$ cat src/hw/rtl/ppcl_pkg.sv
`default_nettype none
// ----------------------------------------------------------------------------
// ppcl_pkg
// Shared types and constants of the parallel port copier link engine.
// ----------------------------------------------------------------------------
package ppcl_pkg;

	// Request kinds
	localparam logic [2:0] REQ_FRAME  = 3'd0;
	localparam logic [2:0] REQ_DATA   = 3'd1;
	localparam logic [2:0] REQ_SUM    = 3'd2;
	localparam logic [2:0] REQ_RX     = 3'd3;
	localparam logic [2:0] REQ_RX_CHK = 3'd4;
	localparam logic [2:0] REQ_CLR    = 3'd5;

	// Configuration register indexes
	localparam logic CFG_POLL_LIMIT = 1'b0;
	localparam logic CFG_RX_MIN     = 1'b1;

	// Frame constants
	localparam logic [7:0] SYNC_0   = 8'hD5;
	localparam logic [7:0] SYNC_1   = 8'hAA;
	localparam logic [7:0] SYNC_2   = 8'h96;
	localparam logic [7:0] SUM_SEED = 8'h81;
	localparam logic [3:0] FRAME_LAST_IDX = 4'd8;

	// Frame byte positions
	localparam logic [3:0] FB_SYNC_0 = 4'd0;
	localparam logic [3:0] FB_SYNC_1 = 4'd1;
	localparam logic [3:0] FB_SYNC_2 = 4'd2;
	localparam logic [3:0] FB_CODE   = 4'd3;
	localparam logic [3:0] FB_ADDR_L = 4'd4;
	localparam logic [3:0] FB_ADDR_H = 4'd5;
	localparam logic [3:0] FB_LEN_L  = 4'd6;
	localparam logic [3:0] FB_LEN_H  = 4'd7;

	// Configuration reset values
	localparam logic [15:0] POLL_LIMIT_RST = 16'd65534;
	localparam logic [7:0]  RX_MIN_RST     = 8'd3;

	typedef enum logic [4:0] {
		PH_IDLE      = 5'b00001,
		PH_SEND_PRE  = 5'b00010,
		PH_SEND_POST = 5'b00100,
		PH_RX_LO     = 5'b01000,
		PH_RX_HI     = 5'b10000
	} phase_t;

	// One tick presented on the input channel
	typedef struct packed {
		logic        req_valid;
		logic [2:0]  req_type;
		logic [7:0]  cmd_code;
		logic [15:0] address;
		logic [15:0] length;
		logic [7:0]  data_byte;
		logic [7:0]  status_pins;
	} item_t;

	// Request held while a transfer runs
	typedef struct packed {
		logic [2:0]  kind;
		logic [7:0]  code;
		logic [15:0] addr;
		logic [15:0] len;
		logic [7:0]  data;
	} req_t;

	typedef struct packed {
		phase_t      phase;
		logic [3:0]  frame_idx;
		logic [15:0] poll_cnt;
		logic [7:0]  cksum;
		logic        strobe;
		logic        led;
		logic        timed_out;
		logic [7:0]  rx_asm;
		logic [7:0]  data_reg;
	} state_t;

	typedef struct packed {
		logic [7:0] data_pins;
		logic       strobe_level;
		logic       led_level;
		logic       ready_res;
		logic       done_res;
		logic [7:0] rx_byte;
		logic       rx_valid;
		logic       checksum_error;
		logic       timeout_flag;
	} result_t;

endpackage
`default_nettype wire

$ cat src/hw/rtl/ppcl_step.sv
`default_nettype none
// ----------------------------------------------------------------------------
// ppcl_step
// Next-state and result logic for one tick: one poll of busy at most, plus
// every action that follows without waiting.
// ----------------------------------------------------------------------------
module ppcl_step (
	input  wire ppcl_pkg::state_t st,
	input  wire ppcl_pkg::req_t   held,
	input  wire ppcl_pkg::item_t  it,
	input  wire logic [15:0]      poll_limit,
	input  wire logic [7:0]       rx_min_polls,
	output ppcl_pkg::state_t      st_nx,
	output ppcl_pkg::req_t        held_nx,
	output logic                  held_we,
	output ppcl_pkg::result_t     res
);

	function automatic logic [7:0] frame_byte(input logic [3:0] idx,
			input ppcl_pkg::req_t r, input logic [7:0] sum, input logic [7:0] chk);
		logic [7:0] b;
		b = chk;
		if (r.kind == ppcl_pkg::REQ_DATA) begin
			b = r.data;
		end else if (r.kind == ppcl_pkg::REQ_SUM) begin
			b = sum;
		end else begin
			case (idx)
				ppcl_pkg::FB_SYNC_0: b = ppcl_pkg::SYNC_0;
				ppcl_pkg::FB_SYNC_1: b = ppcl_pkg::SYNC_1;
				ppcl_pkg::FB_SYNC_2: b = ppcl_pkg::SYNC_2;
				ppcl_pkg::FB_CODE:   b = r.code;
				ppcl_pkg::FB_ADDR_L: b = r.addr[7:0];
				ppcl_pkg::FB_ADDR_H: b = r.addr[15:8];
				ppcl_pkg::FB_LEN_L:  b = r.len[7:0];
				ppcl_pkg::FB_LEN_H:  b = r.len[15:8];
				default:             b = chk;
			endcase
		end
		return b;
	endfunction

	logic             start_req;
	logic             clr_req;
	ppcl_pkg::req_t   rq;
	ppcl_pkg::phase_t ph;
	logic [3:0]       fi;
	logic [15:0]      pc;
	logic [15:0]      pc_inc;
	logic [15:0]      min_polls;
	logic [7:0]       cs;
	logic             to;
	logic             is_rx;
	logic             want_busy;
	logic             busy;
	logic             keep_wait;
	logic             active;
	logic             fire;
	logic             new_to;
	logic             finish;
	logic             toggle;
	logic [7:0]       chk;
	logic [3:0]       nib;
	logic [7:0]       rx_b;
	logic             rxv;
	logic             done;
	logic             cerr;

	always_comb begin
		// take a new request only while idle
		start_req = st.phase == ppcl_pkg::PH_IDLE && it.req_valid &&
			it.req_type <= ppcl_pkg::REQ_RX_CHK;
		clr_req = st.phase == ppcl_pkg::PH_IDLE && it.req_valid &&
			it.req_type == ppcl_pkg::REQ_CLR;

		held_we         = start_req;
		held_nx.kind    = it.req_type;
		held_nx.code    = it.cmd_code;
		held_nx.addr    = it.address;
		held_nx.len     = it.length;
		held_nx.data    = it.data_byte;
		rq = start_req ? held_nx : held;

		// entry state of this tick
		if (start_req) begin
			ph = (it.req_type <= ppcl_pkg::REQ_SUM) ? ppcl_pkg::PH_SEND_PRE
				: ppcl_pkg::PH_RX_LO;
		end else begin
			ph = st.phase;
		end
		fi = start_req ? 4'd0 : st.frame_idx;
		pc = start_req ? 16'd0 : st.poll_cnt;
		cs = (start_req && it.req_type == ppcl_pkg::REQ_FRAME) ? ppcl_pkg::SUM_SEED
			: st.cksum;
		to = clr_req ? 1'b0 : st.timed_out;

		// single poll of the busy line
		is_rx     = ph == ppcl_pkg::PH_RX_LO || ph == ppcl_pkg::PH_RX_HI;
		want_busy = !is_rx;
		busy      = !it.status_pins[7];
		pc_inc    = pc + 16'd1;
		min_polls = is_rx ? {8'd0, rx_min_polls} : 16'd0;
		keep_wait = pc_inc < min_polls || (busy != want_busy && pc_inc < poll_limit);
		active    = ph != ppcl_pkg::PH_IDLE;
		fire      = active && (to || !keep_wait);
		new_to    = active && !to && !keep_wait && busy != want_busy;
		// once timed out, every later wait passes: run to completion
		finish    = to || new_to;

		chk = ppcl_pkg::SUM_SEED ^ rq.code ^ rq.addr[7:0] ^ rq.addr[15:8] ^
			rq.len[7:0] ^ rq.len[15:8];
		nib = it.status_pins[6:3];

		st_nx           = st;
		st_nx.phase     = ph;
		st_nx.frame_idx = fi;
		st_nx.cksum     = cs;
		st_nx.timed_out = to | new_to;
		if (active && !to) begin
			st_nx.poll_cnt = keep_wait ? pc_inc : 16'd0;
		end else begin
			st_nx.poll_cnt = pc;
		end

		toggle = 1'b0;
		rx_b   = 8'd0;
		rxv    = 1'b0;
		cerr   = 1'b0;
		done   = clr_req;

		if (fire) begin
			case (ph)
				ppcl_pkg::PH_SEND_PRE: begin
					if (finish) begin
						st_nx.phase     = ppcl_pkg::PH_IDLE;
						st_nx.frame_idx = 4'd0;
						done = 1'b1;
						case (rq.kind)
							ppcl_pkg::REQ_FRAME: begin
								st_nx.data_reg = chk;
								toggle = !fi[0];
							end
							ppcl_pkg::REQ_DATA: begin
								st_nx.data_reg = rq.data;
								st_nx.cksum    = cs ^ rq.data;
								toggle = 1'b1;
							end
							default: begin
								st_nx.data_reg = cs;
								toggle = 1'b1;
							end
						endcase
					end else begin
						st_nx.data_reg = frame_byte(fi, rq, cs, chk);
						st_nx.phase    = ppcl_pkg::PH_SEND_POST;
						toggle = 1'b1;
					end
				end
				ppcl_pkg::PH_SEND_POST: begin
					if (rq.kind == ppcl_pkg::REQ_FRAME && fi < ppcl_pkg::FRAME_LAST_IDX) begin
						if (finish) begin
							st_nx.data_reg  = chk;
							st_nx.phase     = ppcl_pkg::PH_IDLE;
							st_nx.frame_idx = 4'd0;
							toggle = fi[0];
							done   = 1'b1;
						end else begin
							st_nx.frame_idx = fi + 4'd1;
							st_nx.phase     = ppcl_pkg::PH_SEND_PRE;
						end
					end else begin
						if (rq.kind == ppcl_pkg::REQ_DATA) begin
							st_nx.cksum = cs ^ rq.data;
						end
						st_nx.phase     = ppcl_pkg::PH_IDLE;
						st_nx.frame_idx = 4'd0;
						done = 1'b1;
					end
				end
				ppcl_pkg::PH_RX_LO: begin
					if (finish) begin
						// both nibbles come from the same sample; strobe keeps its old level, as two toggles would leave it
						rx_b         = {nib, nib};
						st_nx.rx_asm = rx_b;
						st_nx.phase  = ppcl_pkg::PH_IDLE;
						rxv  = 1'b1;
						done = 1'b1;
						if (rq.kind == ppcl_pkg::REQ_RX) begin
							st_nx.cksum = cs ^ rx_b;
						end else begin
							cerr = rx_b != cs;
						end
					end else begin
						st_nx.rx_asm = {4'd0, nib};
						st_nx.phase  = ppcl_pkg::PH_RX_HI;
						toggle = 1'b1;
					end
				end
				ppcl_pkg::PH_RX_HI: begin
					rx_b         = st.rx_asm | {nib, 4'd0};
					st_nx.rx_asm = rx_b;
					st_nx.phase  = ppcl_pkg::PH_IDLE;
					toggle = 1'b1;
					rxv    = 1'b1;
					done   = 1'b1;
					if (rq.kind == ppcl_pkg::REQ_RX) begin
						st_nx.cksum = cs ^ rx_b;
					end else begin
						cerr = rx_b != cs;
					end
				end
				default: begin
					st_nx.phase = ppcl_pkg::PH_IDLE;
				end
			endcase
		end

		st_nx.strobe = st.strobe ^ toggle;
		st_nx.led    = st.led ^ toggle;

		// result of this tick
		res.data_pins      = st_nx.data_reg;
		res.strobe_level   = st_nx.strobe;
		res.led_level      = st_nx.led;
		res.ready_res      = st_nx.phase == ppcl_pkg::PH_IDLE;
		res.done_res       = done;
		res.rx_byte        = rx_b;
		res.rx_valid       = rxv;
		res.checksum_error = cerr;
		res.timeout_flag   = st_nx.timed_out;
	end

endmodule
`default_nettype wire

$ cat src/hw/rtl/parallel_port_copier_link.sv
`default_nettype none
// ----------------------------------------------------------------------------
// parallel_port_copier_link
// Host-side parallel port link engine: command frames, data bytes and
// checksums sent with busy handshake, bytes received in nibble mode.
// ----------------------------------------------------------------------------
//  channel  | handshake            | payload
//  ---------+----------------------+---------------------------------------
//  in       | in_valid / in_stall  | req_valid .. status_pins (one tick)
//  out      | out_valid / out_stall| data_pins .. timeout_flag
//  cfg      | cfg_we               | cfg_index, cfg_wdata
//
//  One tick transfers per cycle while in_stall is low; its result reaches the
//  output register through the input register, then the result register.
//  Link state advances only when the result register can take a new result.
//  arst_n resets the link state, the checksum to 0x81, and loads poll_limit 65534, rx_min_polls 3.
//  A stalled output holds its result; in_stall rises when both stages are full and the output is stalled.
// ----------------------------------------------------------------------------
module parallel_port_copier_link (
	input  wire logic        clk,
	input  wire logic        arst_n,
	input  wire logic        cfg_we,
	input  wire logic [0:0]  cfg_index,
	input  wire logic [15:0] cfg_wdata,
	input  wire logic        in_valid,
	output logic             in_stall,
	input  wire logic        req_valid,
	input  wire logic [2:0]  req_type,
	input  wire logic [7:0]  cmd_code,
	input  wire logic [15:0] address,
	input  wire logic [15:0] length,
	input  wire logic [7:0]  data_byte,
	input  wire logic [7:0]  status_pins,
	output logic             out_valid,
	input  wire logic        out_stall,
	output logic [7:0]       data_pins,
	output logic             strobe_level,
	output logic             led_level,
	output logic             ready_res,
	output logic             done_res,
	output logic [7:0]       rx_byte,
	output logic             rx_valid,
	output logic             checksum_error,
	output logic             timeout_flag
);

	logic              valid_s1;
	ppcl_pkg::item_t   item_s1;
	logic              out_valid_q;
	ppcl_pkg::result_t res_q;
	ppcl_pkg::state_t  state_q;
	ppcl_pkg::req_t    held_q;
	logic [15:0]       poll_limit_q;
	logic [7:0]        rx_min_q;

	ppcl_pkg::state_t  st_nx;
	ppcl_pkg::req_t    held_nx;
	logic              held_we;
	ppcl_pkg::result_t res;
	logic              advance;
	logic              take_in;
	logic              step;

	assign advance  = !out_valid_q || !out_stall;
	assign in_stall = valid_s1 && !advance;
	assign take_in  = in_valid && !in_stall;
	assign step     = valid_s1 && advance;

	ppcl_step u_step (
		.st           (state_q),
		.held         (held_q),
		.it           (item_s1),
		.poll_limit   (poll_limit_q),
		.rx_min_polls (rx_min_q),
		.st_nx        (st_nx),
		.held_nx      (held_nx),
		.held_we      (held_we),
		.res          (res)
	);

	// write configuration registers
	always_ff @(posedge clk or negedge arst_n) begin
		if (!arst_n) begin
			poll_limit_q <= ppcl_pkg::POLL_LIMIT_RST;
			rx_min_q     <= ppcl_pkg::RX_MIN_RST;
		end else if (cfg_we) begin
			case (cfg_index)
				ppcl_pkg::CFG_POLL_LIMIT: poll_limit_q <= cfg_wdata;
				ppcl_pkg::CFG_RX_MIN:     rx_min_q     <= cfg_wdata[7:0];
				default: ;
			endcase
		end
	end

	// capture the incoming tick
	always_ff @(posedge clk or negedge arst_n) begin
		if (!arst_n) begin
			valid_s1 <= 1'b0;
		end else if (take_in) begin
			valid_s1 <= 1'b1;
		end else if (advance) begin
			valid_s1 <= 1'b0;
		end
	end

	always_ff @(posedge clk) begin
		if (take_in) begin
			item_s1 <= '{req_valid, req_type, cmd_code, address, length,
				data_byte, status_pins};
		end
	end

	// advance link state and hold the result until its transfer
	always_ff @(posedge clk or negedge arst_n) begin
		if (!arst_n) begin
			out_valid_q       <= 1'b0;
			state_q.phase     <= ppcl_pkg::PH_IDLE;
			state_q.frame_idx <= 4'd0;
			state_q.poll_cnt  <= 16'd0;
			state_q.cksum     <= ppcl_pkg::SUM_SEED;
			state_q.strobe    <= 1'b0;
			state_q.led       <= 1'b0;
			state_q.timed_out <= 1'b0;
			state_q.rx_asm    <= 8'd0;
			state_q.data_reg  <= 8'd0;
		end else if (step) begin
			out_valid_q <= 1'b1;
			state_q     <= st_nx;
		end else if (!out_stall) begin
			out_valid_q <= 1'b0;
		end
	end

	always_ff @(posedge clk) begin
		if (step) begin
			res_q <= res;
		end
		if (step && held_we) begin
			held_q <= held_nx;
		end
	end

	assign out_valid      = out_valid_q;
	assign data_pins      = res_q.data_pins;
	assign strobe_level   = res_q.strobe_level;
	assign led_level      = res_q.led_level;
	assign ready_res      = res_q.ready_res;
	assign done_res       = res_q.done_res;
	assign rx_byte        = res_q.rx_byte;
	assign rx_valid       = res_q.rx_valid;
	assign checksum_error = res_q.checksum_error;
	assign timeout_flag   = res_q.timeout_flag;

endmodule
`default_nettype wire

$ cat config.mk
export PLATFORM = sky130hd
export DESIGN_NAME = parallel_port_copier_link
export DESIGN_NICKNAME = d
export VERILOG_FILES = /design/src/hw/rtl/ppcl_pkg.sv /design/src/hw/rtl/ppcl_step.sv /design/src/hw/rtl/parallel_port_copier_link.sv
export SDC_FILE = /design/constraint.sdc
export NUM_CORES = 1
export LEC_CHECK = 0
export BUFFER_PORTS_ARGS = -buffer_cell sky130_fd_sc_hd__buf_2
export CORE_ASPECT_RATIO = 0.75
export CORE_MARGIN = 2
export CORE_UTILIZATION = 50
export DETAILED_ROUTE_END_ITERATION = 12
export PLACE_DENSITY = 0.75
export SYNTH_ARGS = -nofsm -noshare
export SYNTH_HDL_FRONTEND = slang
export SYNTH_SLANG_ARGS = --single-unit
$ cat constraint.sdc
create_clock -name clk -period 5.6 [get_ports clk]
set_input_delay 0.56 -clock clk [delete_from_list [all_inputs] [get_ports clk]]
set_output_delay 0.56 -clock clk [all_outputs]
set_load 0.05 [all_outputs]
### After elaboration in Yosys (flattened, before gate mapping)

Index checks and enable logic that the tools add are counted.

* register bits after elaboration: 212
* input port bits: 82
* output and inout bits: 25
* logic and storage cells: 173

* add/subtract/negate cells: 2
* $lt $le $gt $ge: 5
* eq/ne operators: 22
* multiplexer cells: 60
* bitwise operators: 13
* reduce and logical (&&, ||, !) cells: 37

Operators by type and width (number)
* 2-to-1 mux 8 bit: 17
* case mux 8 bit (2 select lines): 4
* case mux 8 bit (8 select lines): 1
* bitwise XOR 8 bit: 7
* 2-to-1 mux 51 bit: 1
* 2-to-1 mux 16 bit: 3
* < comparator 16 bit: 2
* case mux 8 bit (4 select lines): 1
* 2-to-1 mux 1 bit: 18
* adder 16 x 1 -> 16 bit (second input constant): 1
* == test 4 x 3 -> 1 bit (second input constant): 4
* inequality test 8 bit: 2
* case mux 5 bit (3 select lines): 1
* logical AND 1 bit: 14
* 2-to-1 mux 4 bit: 3
* 2-to-1 mux 6 bit: 2
* == test 5 x 1 -> 1 bit (second input constant): 2
* 2-to-1 mux 5 bit: 2
* logical NOT 1 bit: 9
* 2-to-1 mux 9 bit: 1
* == test 4 x 2 -> 1 bit (second input constant): 2
* OR 8 bit: 1
* case mux 4 bit (2 select lines): 1
* == test 3 x 2 -> 1 bit (second input constant): 2
* other kinds (29): 38

### Longest topological paths before layout

* word-level depth: 19
* mapped depth: 24
* gate-level depth less buffers: 19

### Modules after synthesis

A second synthesis with hierarchy kept.

* cells, all modules: 1106
* area total of the unflattened synthesis: 12655.9 µm²

Modules (own cells, without submodules)
* parallel_port_copier_link: times used 1, cells an instance 305, area each 7221.9 µm², sequential area each 6000.8 µm²
* ppcl_step: times used 1, cells an instance 801, area each 5434.0 µm², sequential area each 0.0 µm²

### Least setup slack after synthesis

OpenSTA, ideal clock, no wires.

* path kind: flip-flop to flip-flop
* from: register state_q[51] in the netlist's numbering
* to: register res_q (netlist bit data_pins[6]), data pin
* data arrival time: 5518 ps
* data required time: 5344 ps
* slack: -175 ps
* cell stages (with the launch flop): 23
* period minus slack after synthesis: 5775 ps
* cells stage by stage: dfrtp_1 clkbuf_1 and4bb_2 nand3_1 clkbuf_1 buf_1 buf_1 and2_1 ha_1 nand4_1 or4_1 xor2_1 nor2_1 ha_1 and3_1 a221o_1 a221o_1 a21oi_1 a211oi_4 nor2_8 inv_2 mux2_1 a22o_1

RTL lines
* start: declaration: line parallel_port_copier_link.sv:51 `ppcl_pkg::state_t state_q;`
* start signal: assignment: line parallel_port_copier_link.sv:128 `state_q <= st_nx;`
* end signal: assignment: line parallel_port_copier_link.sv:136 `res_q <= res;`
* end: declaration: line parallel_port_copier_link.sv:50 `ppcl_pkg::result_t res_q;`

==> results.json <==
{
  "worst_vdd_drop_v": 0.0002606,
  "layout_common_cells": "131 x edfxtp_1, 121 x nand2_1, 102 x buf_2, 80 x xnor2_1, 70 x nor2_1",
  "seq_area_um2": 5911,
  "worst-path-max-fanout": 16,
  "fp.dieArea_um2": 24450,
  "slew_violations": 0,
  "tritoncts": "built",
  "worst_skew_pair.late_latency_ns": 0.53,
  "total_cts_buffers": 23,
  "worst_setup_path_start_kind": "flip-flop",
  "report.final.hold_viol_count": 0,
  "cts_buffer_depth": 3,
  "fillers": 1957,
  "postSynth.asyncResetShare_pct": 37.32,
  "number_of_cells_on_the_worst_hold_path": 1,
  "fin_crit_sh_pct": 93.41,
  "synth_seq_cells": 209,
  "fin_worst_skew_ns": 0.01395,
  "worst_r2r_path_depth": 21,
  "detail_route.iter0.violations": 1032,
  "power.density_cell_area_nw_per_um2": 475.0,
  "setup_buffers_after_cts": 0,
  "cts_resized": 0,
  "critical_path.slowest_cell": "dfstp_2",
  "regToRegEndpoint": "ready_res",
  "diodes": 0,
  "fin_crit_ns": 5.231,
  "htreeDepth": 1,
  "global_route.usage.total_pct": 23.92,
  "total_leakage_power_nw": 5.092,
  "synthesis.area_per_instance_um2": 10.78,
  "die_width_um": 179.9,
  "drc_errors": 0,
  "synth_edf_count": 131,
  "grt_pass1_wl_um": 47220,
  "final_setup_tns_ns": 0,
  "drv.max_cap_violation_count": 0,
  "netlist_area_um2": 11600,
  "avgViaCountPerCell": 6.173,
  "worstHoldEndpoint": "item_s1[13]",
  "clk_root_buf": "clkbuf_16",
  "setup.worst_path.end_class": "flip-flop",
  "rows": 48,
  "route.vias.total": 9222,
  "ys_dominant_reg_cell": "edfxtp_1",
  "final_critical_path_setup_slack_ns": 0.3693,
  "worst-setup-path-type": "reg2reg",
  "rr_startpoint": "state_q[47]",
  "synthesis.instances": 1076,
  "slew_headroom_pct": 28.68,
  "maximum_number_of_pins_on_one_net_before_global_route_repair": 79,
  "grt_remaining_overflow": 0,
  "drt_wl_total_um": 29450,
  "critPathArrivalTime_ns": 5.50,
  "initial_core_util_pct": 50.69,
  "setup_slack_of_the_worst_register_to_register_path_ns": 0.37,
  "post_synth_num_cell_types": 87,
  "number_of_buffers_inserted_by_port_buffering": 103,
  "pre_cts_ws_ns": 0.3502,
  "seq_area_frac_synth_pct": 50.95,
  "crit_top_cell": "buf_4",
  "worst_slew_pin_slew_ns": 1.063,
  "max_freq_mhz": 191.2,
  "cts_num_sinks": 209,
  "multi_input_comb_area_um2": 5351,
  "drt.antenna.violating_nets": 0,
  "hpwl_um": 20560,
  "cts.clk_slew.worst_paths_ns": 0.07,
  "timing.critical_path.slowest_cell_delay_ns": 0.43,
  "crit_chain": "and4bb_2 -> nand3_1 -> and2_1 -> ha_1 -> nand4_1 -> buf_4 -> nor4_1 -> xnor2_1 -> nor2_1 -> ha_1 -> and3_1 -> a221o_1 -> a221o_1 -> a21oi_1 -> buf_4 -> a211oi_4 -> nor2_8 -> inv_2 -> buf_4 -> a2111oi_2 -> nor4_1",
  "via_count_of_the_first_global_routing_pass": 8687,
  "grt_antenna_before_repair": 1,
  "num_io_pins": 107,
  "design.final.nets": 1284,
  "library_cell_occupying_the_most_area_in_the_post_synthesis_netlist": "edfxtp_1",
  "unrepaired_setup_endpoints_after_global_routing": "no",
  "finalPower_w": 0.006337,
  "worstHoldStart": "data_byte[5]",
  "run_status": "completed",
  "layout_stage_area_growth_over_the_synthesis_result_pct": 15.01,
  "dr.pass1.iters": 5,
  "postCtsHoldBufs": 0,
  "synth_top_area_share_pct": 33.91,
  "setup_viol": 0,
  "layout-drive-gt1-share_pct": 20.35,
  "die_h_um": 135.9,
  "ys_top_cells_by_area": "edfxtp_1 34%, dfrtp_1 13%, xnor2_1 6.0%",
  "critical_path_required_ns": 5.87,
  "synth.net_count": 1183,
  "core-area_um2": 22880,
  "hp-class": "in2reg",
  "yosys_warnings": 0,
  "place_congestion": 0.9854,
  "post_route_worst_hold_slack_ns": 0.2021,
  "post_drt_wl_per_cell_um": 19.71,
  "leading_cell_type_in_the_layout_fill_and_taps_excluded": "edfxtp_1"
}
==> cells in the mapped netlist, types with 5 or more instances <==
library cell and number:
edfxtp_1 131, nand2_1 121, xnor2_1 80, nor2_1 71, o21ai_0 63, dfrtp_1 58, clkbuf_1 44, a21oi_1 41
inv_1 30, xor2_1 29, nand3_1 26, a22o_1 25, ha_1 25, dfstp_2 20, mux2i_1 18, nand4_1 17
mux2_2 15, a31oi_1 14, o2bb2ai_1 14, buf_2 12, a222oi_1 11, nor3_1 11, nor4_1 11, and2_1 10
a22oi_1 9, o211ai_1 9, o22ai_1 9, o221ai_1 8, o31ai_1 8, nor2b_1 7, a211oi_1 6, a32oi_1 6
and3_1 6, o32ai_1 6, a211o_1 5, a21o_1 5, nand2b_1 5, nor3b_1 5
==> state kept, by name, summed over array words and instances (netlist names) <==
signal and flops:
strobe_level 1, item_s1 57, held_q 51, poll_limit_q 16
checksum_error 1, rx_min_q 8, out_valid 1, state_q 52
led_level 1, rx_valid 1, done_res 1, timeout_flag 1
ready_res 1, valid_s1 1, rx_byte 8, data_pins 8
==> routing by layer <==
layer / GRT usage, % / part of all wire [%]
met5: 0 / 0.12
met4: 6.775 / 2.5
met3: 5.438 / 9.9
met2: 36.12 / 43
met1: 34.70 / 44
==> how the worst max path moves through the flow <==
stage                               to   startpoint  cells past startpoint
after global routing         led_level  state_q[47]                     19
after floorplan           data_pins[6]  state_q[51]                     22
after CTS                    ready_res  state_q[47]                     18
final                        ready_res  state_q[47]                     21
after global placement       ready_res  state_q[47]                     18
after detailed placement     ready_res  state_q[47]                     18
==> cells by family after synthesis <==
| family | after synthesis | synth area share [%] |
|---|---|---|
| XOR/XNOR | 109 | 8.230 |
| flip-flops | 209 | 50.95 |
| AO/OA/AOI/OAI | 287 | 17.95 |
| adder cells (fa/ha/maj) | 25 | 2.697 |
| AND/OR/NAND/NOR | 318 | 13.70 |
| multiplexers | 35 | 3.236 |
| buffers and inverters | 93 | 3.236 |
==> worst max-delay path: cells and delay by family (launching register included) <==
| family | cells | cell delay, ns |
|---|---|---|
| compound gates | 5 | 1.35 |
| xor+xnor | 1 | 0.11 |
| fa+ha+maj | 2 | 0.55 |
| buf+inv | 4 | 0.65 |
| flops | 1 | 0.43 |
| simple gates | 9 | 1.86 |
==> power by group <==
group / internal, W / total, W / switching, W
clock network: 0.000993 / 0.00164 / 0.000643
registers: 0.00192 / 0.00211 / 0.000184
logic: 0.000915 / 0.00260 / 0.00168
total: 0.00383 / 0.00634 / 0.00251
==> through the flow <==
step           instance area, um^2  instances  utilization (%)
3_5_place_dp                 12520       1452            54.70
2_1_floorplan                11600       1076                -
5_1_grt                      13340       1494            58.31
3_3_place_gp                 12520       1452            54.70
4_1_cts                      13330       1494            58.25
6_report                     13340       1494            58.31
==> area by class of cell <==
type | instances | area share (%)
sequential | 209 | 44.30
multi-input combinational | 774 | 40.11
timing repair buffer | 137 | 5.796
clock buffer | 27 | 4.427
tap | 300 | 2.813
clock inverter | 15 | 1.651
inverter | 32 | 0.9003
(Power assumes the default switching activity.)
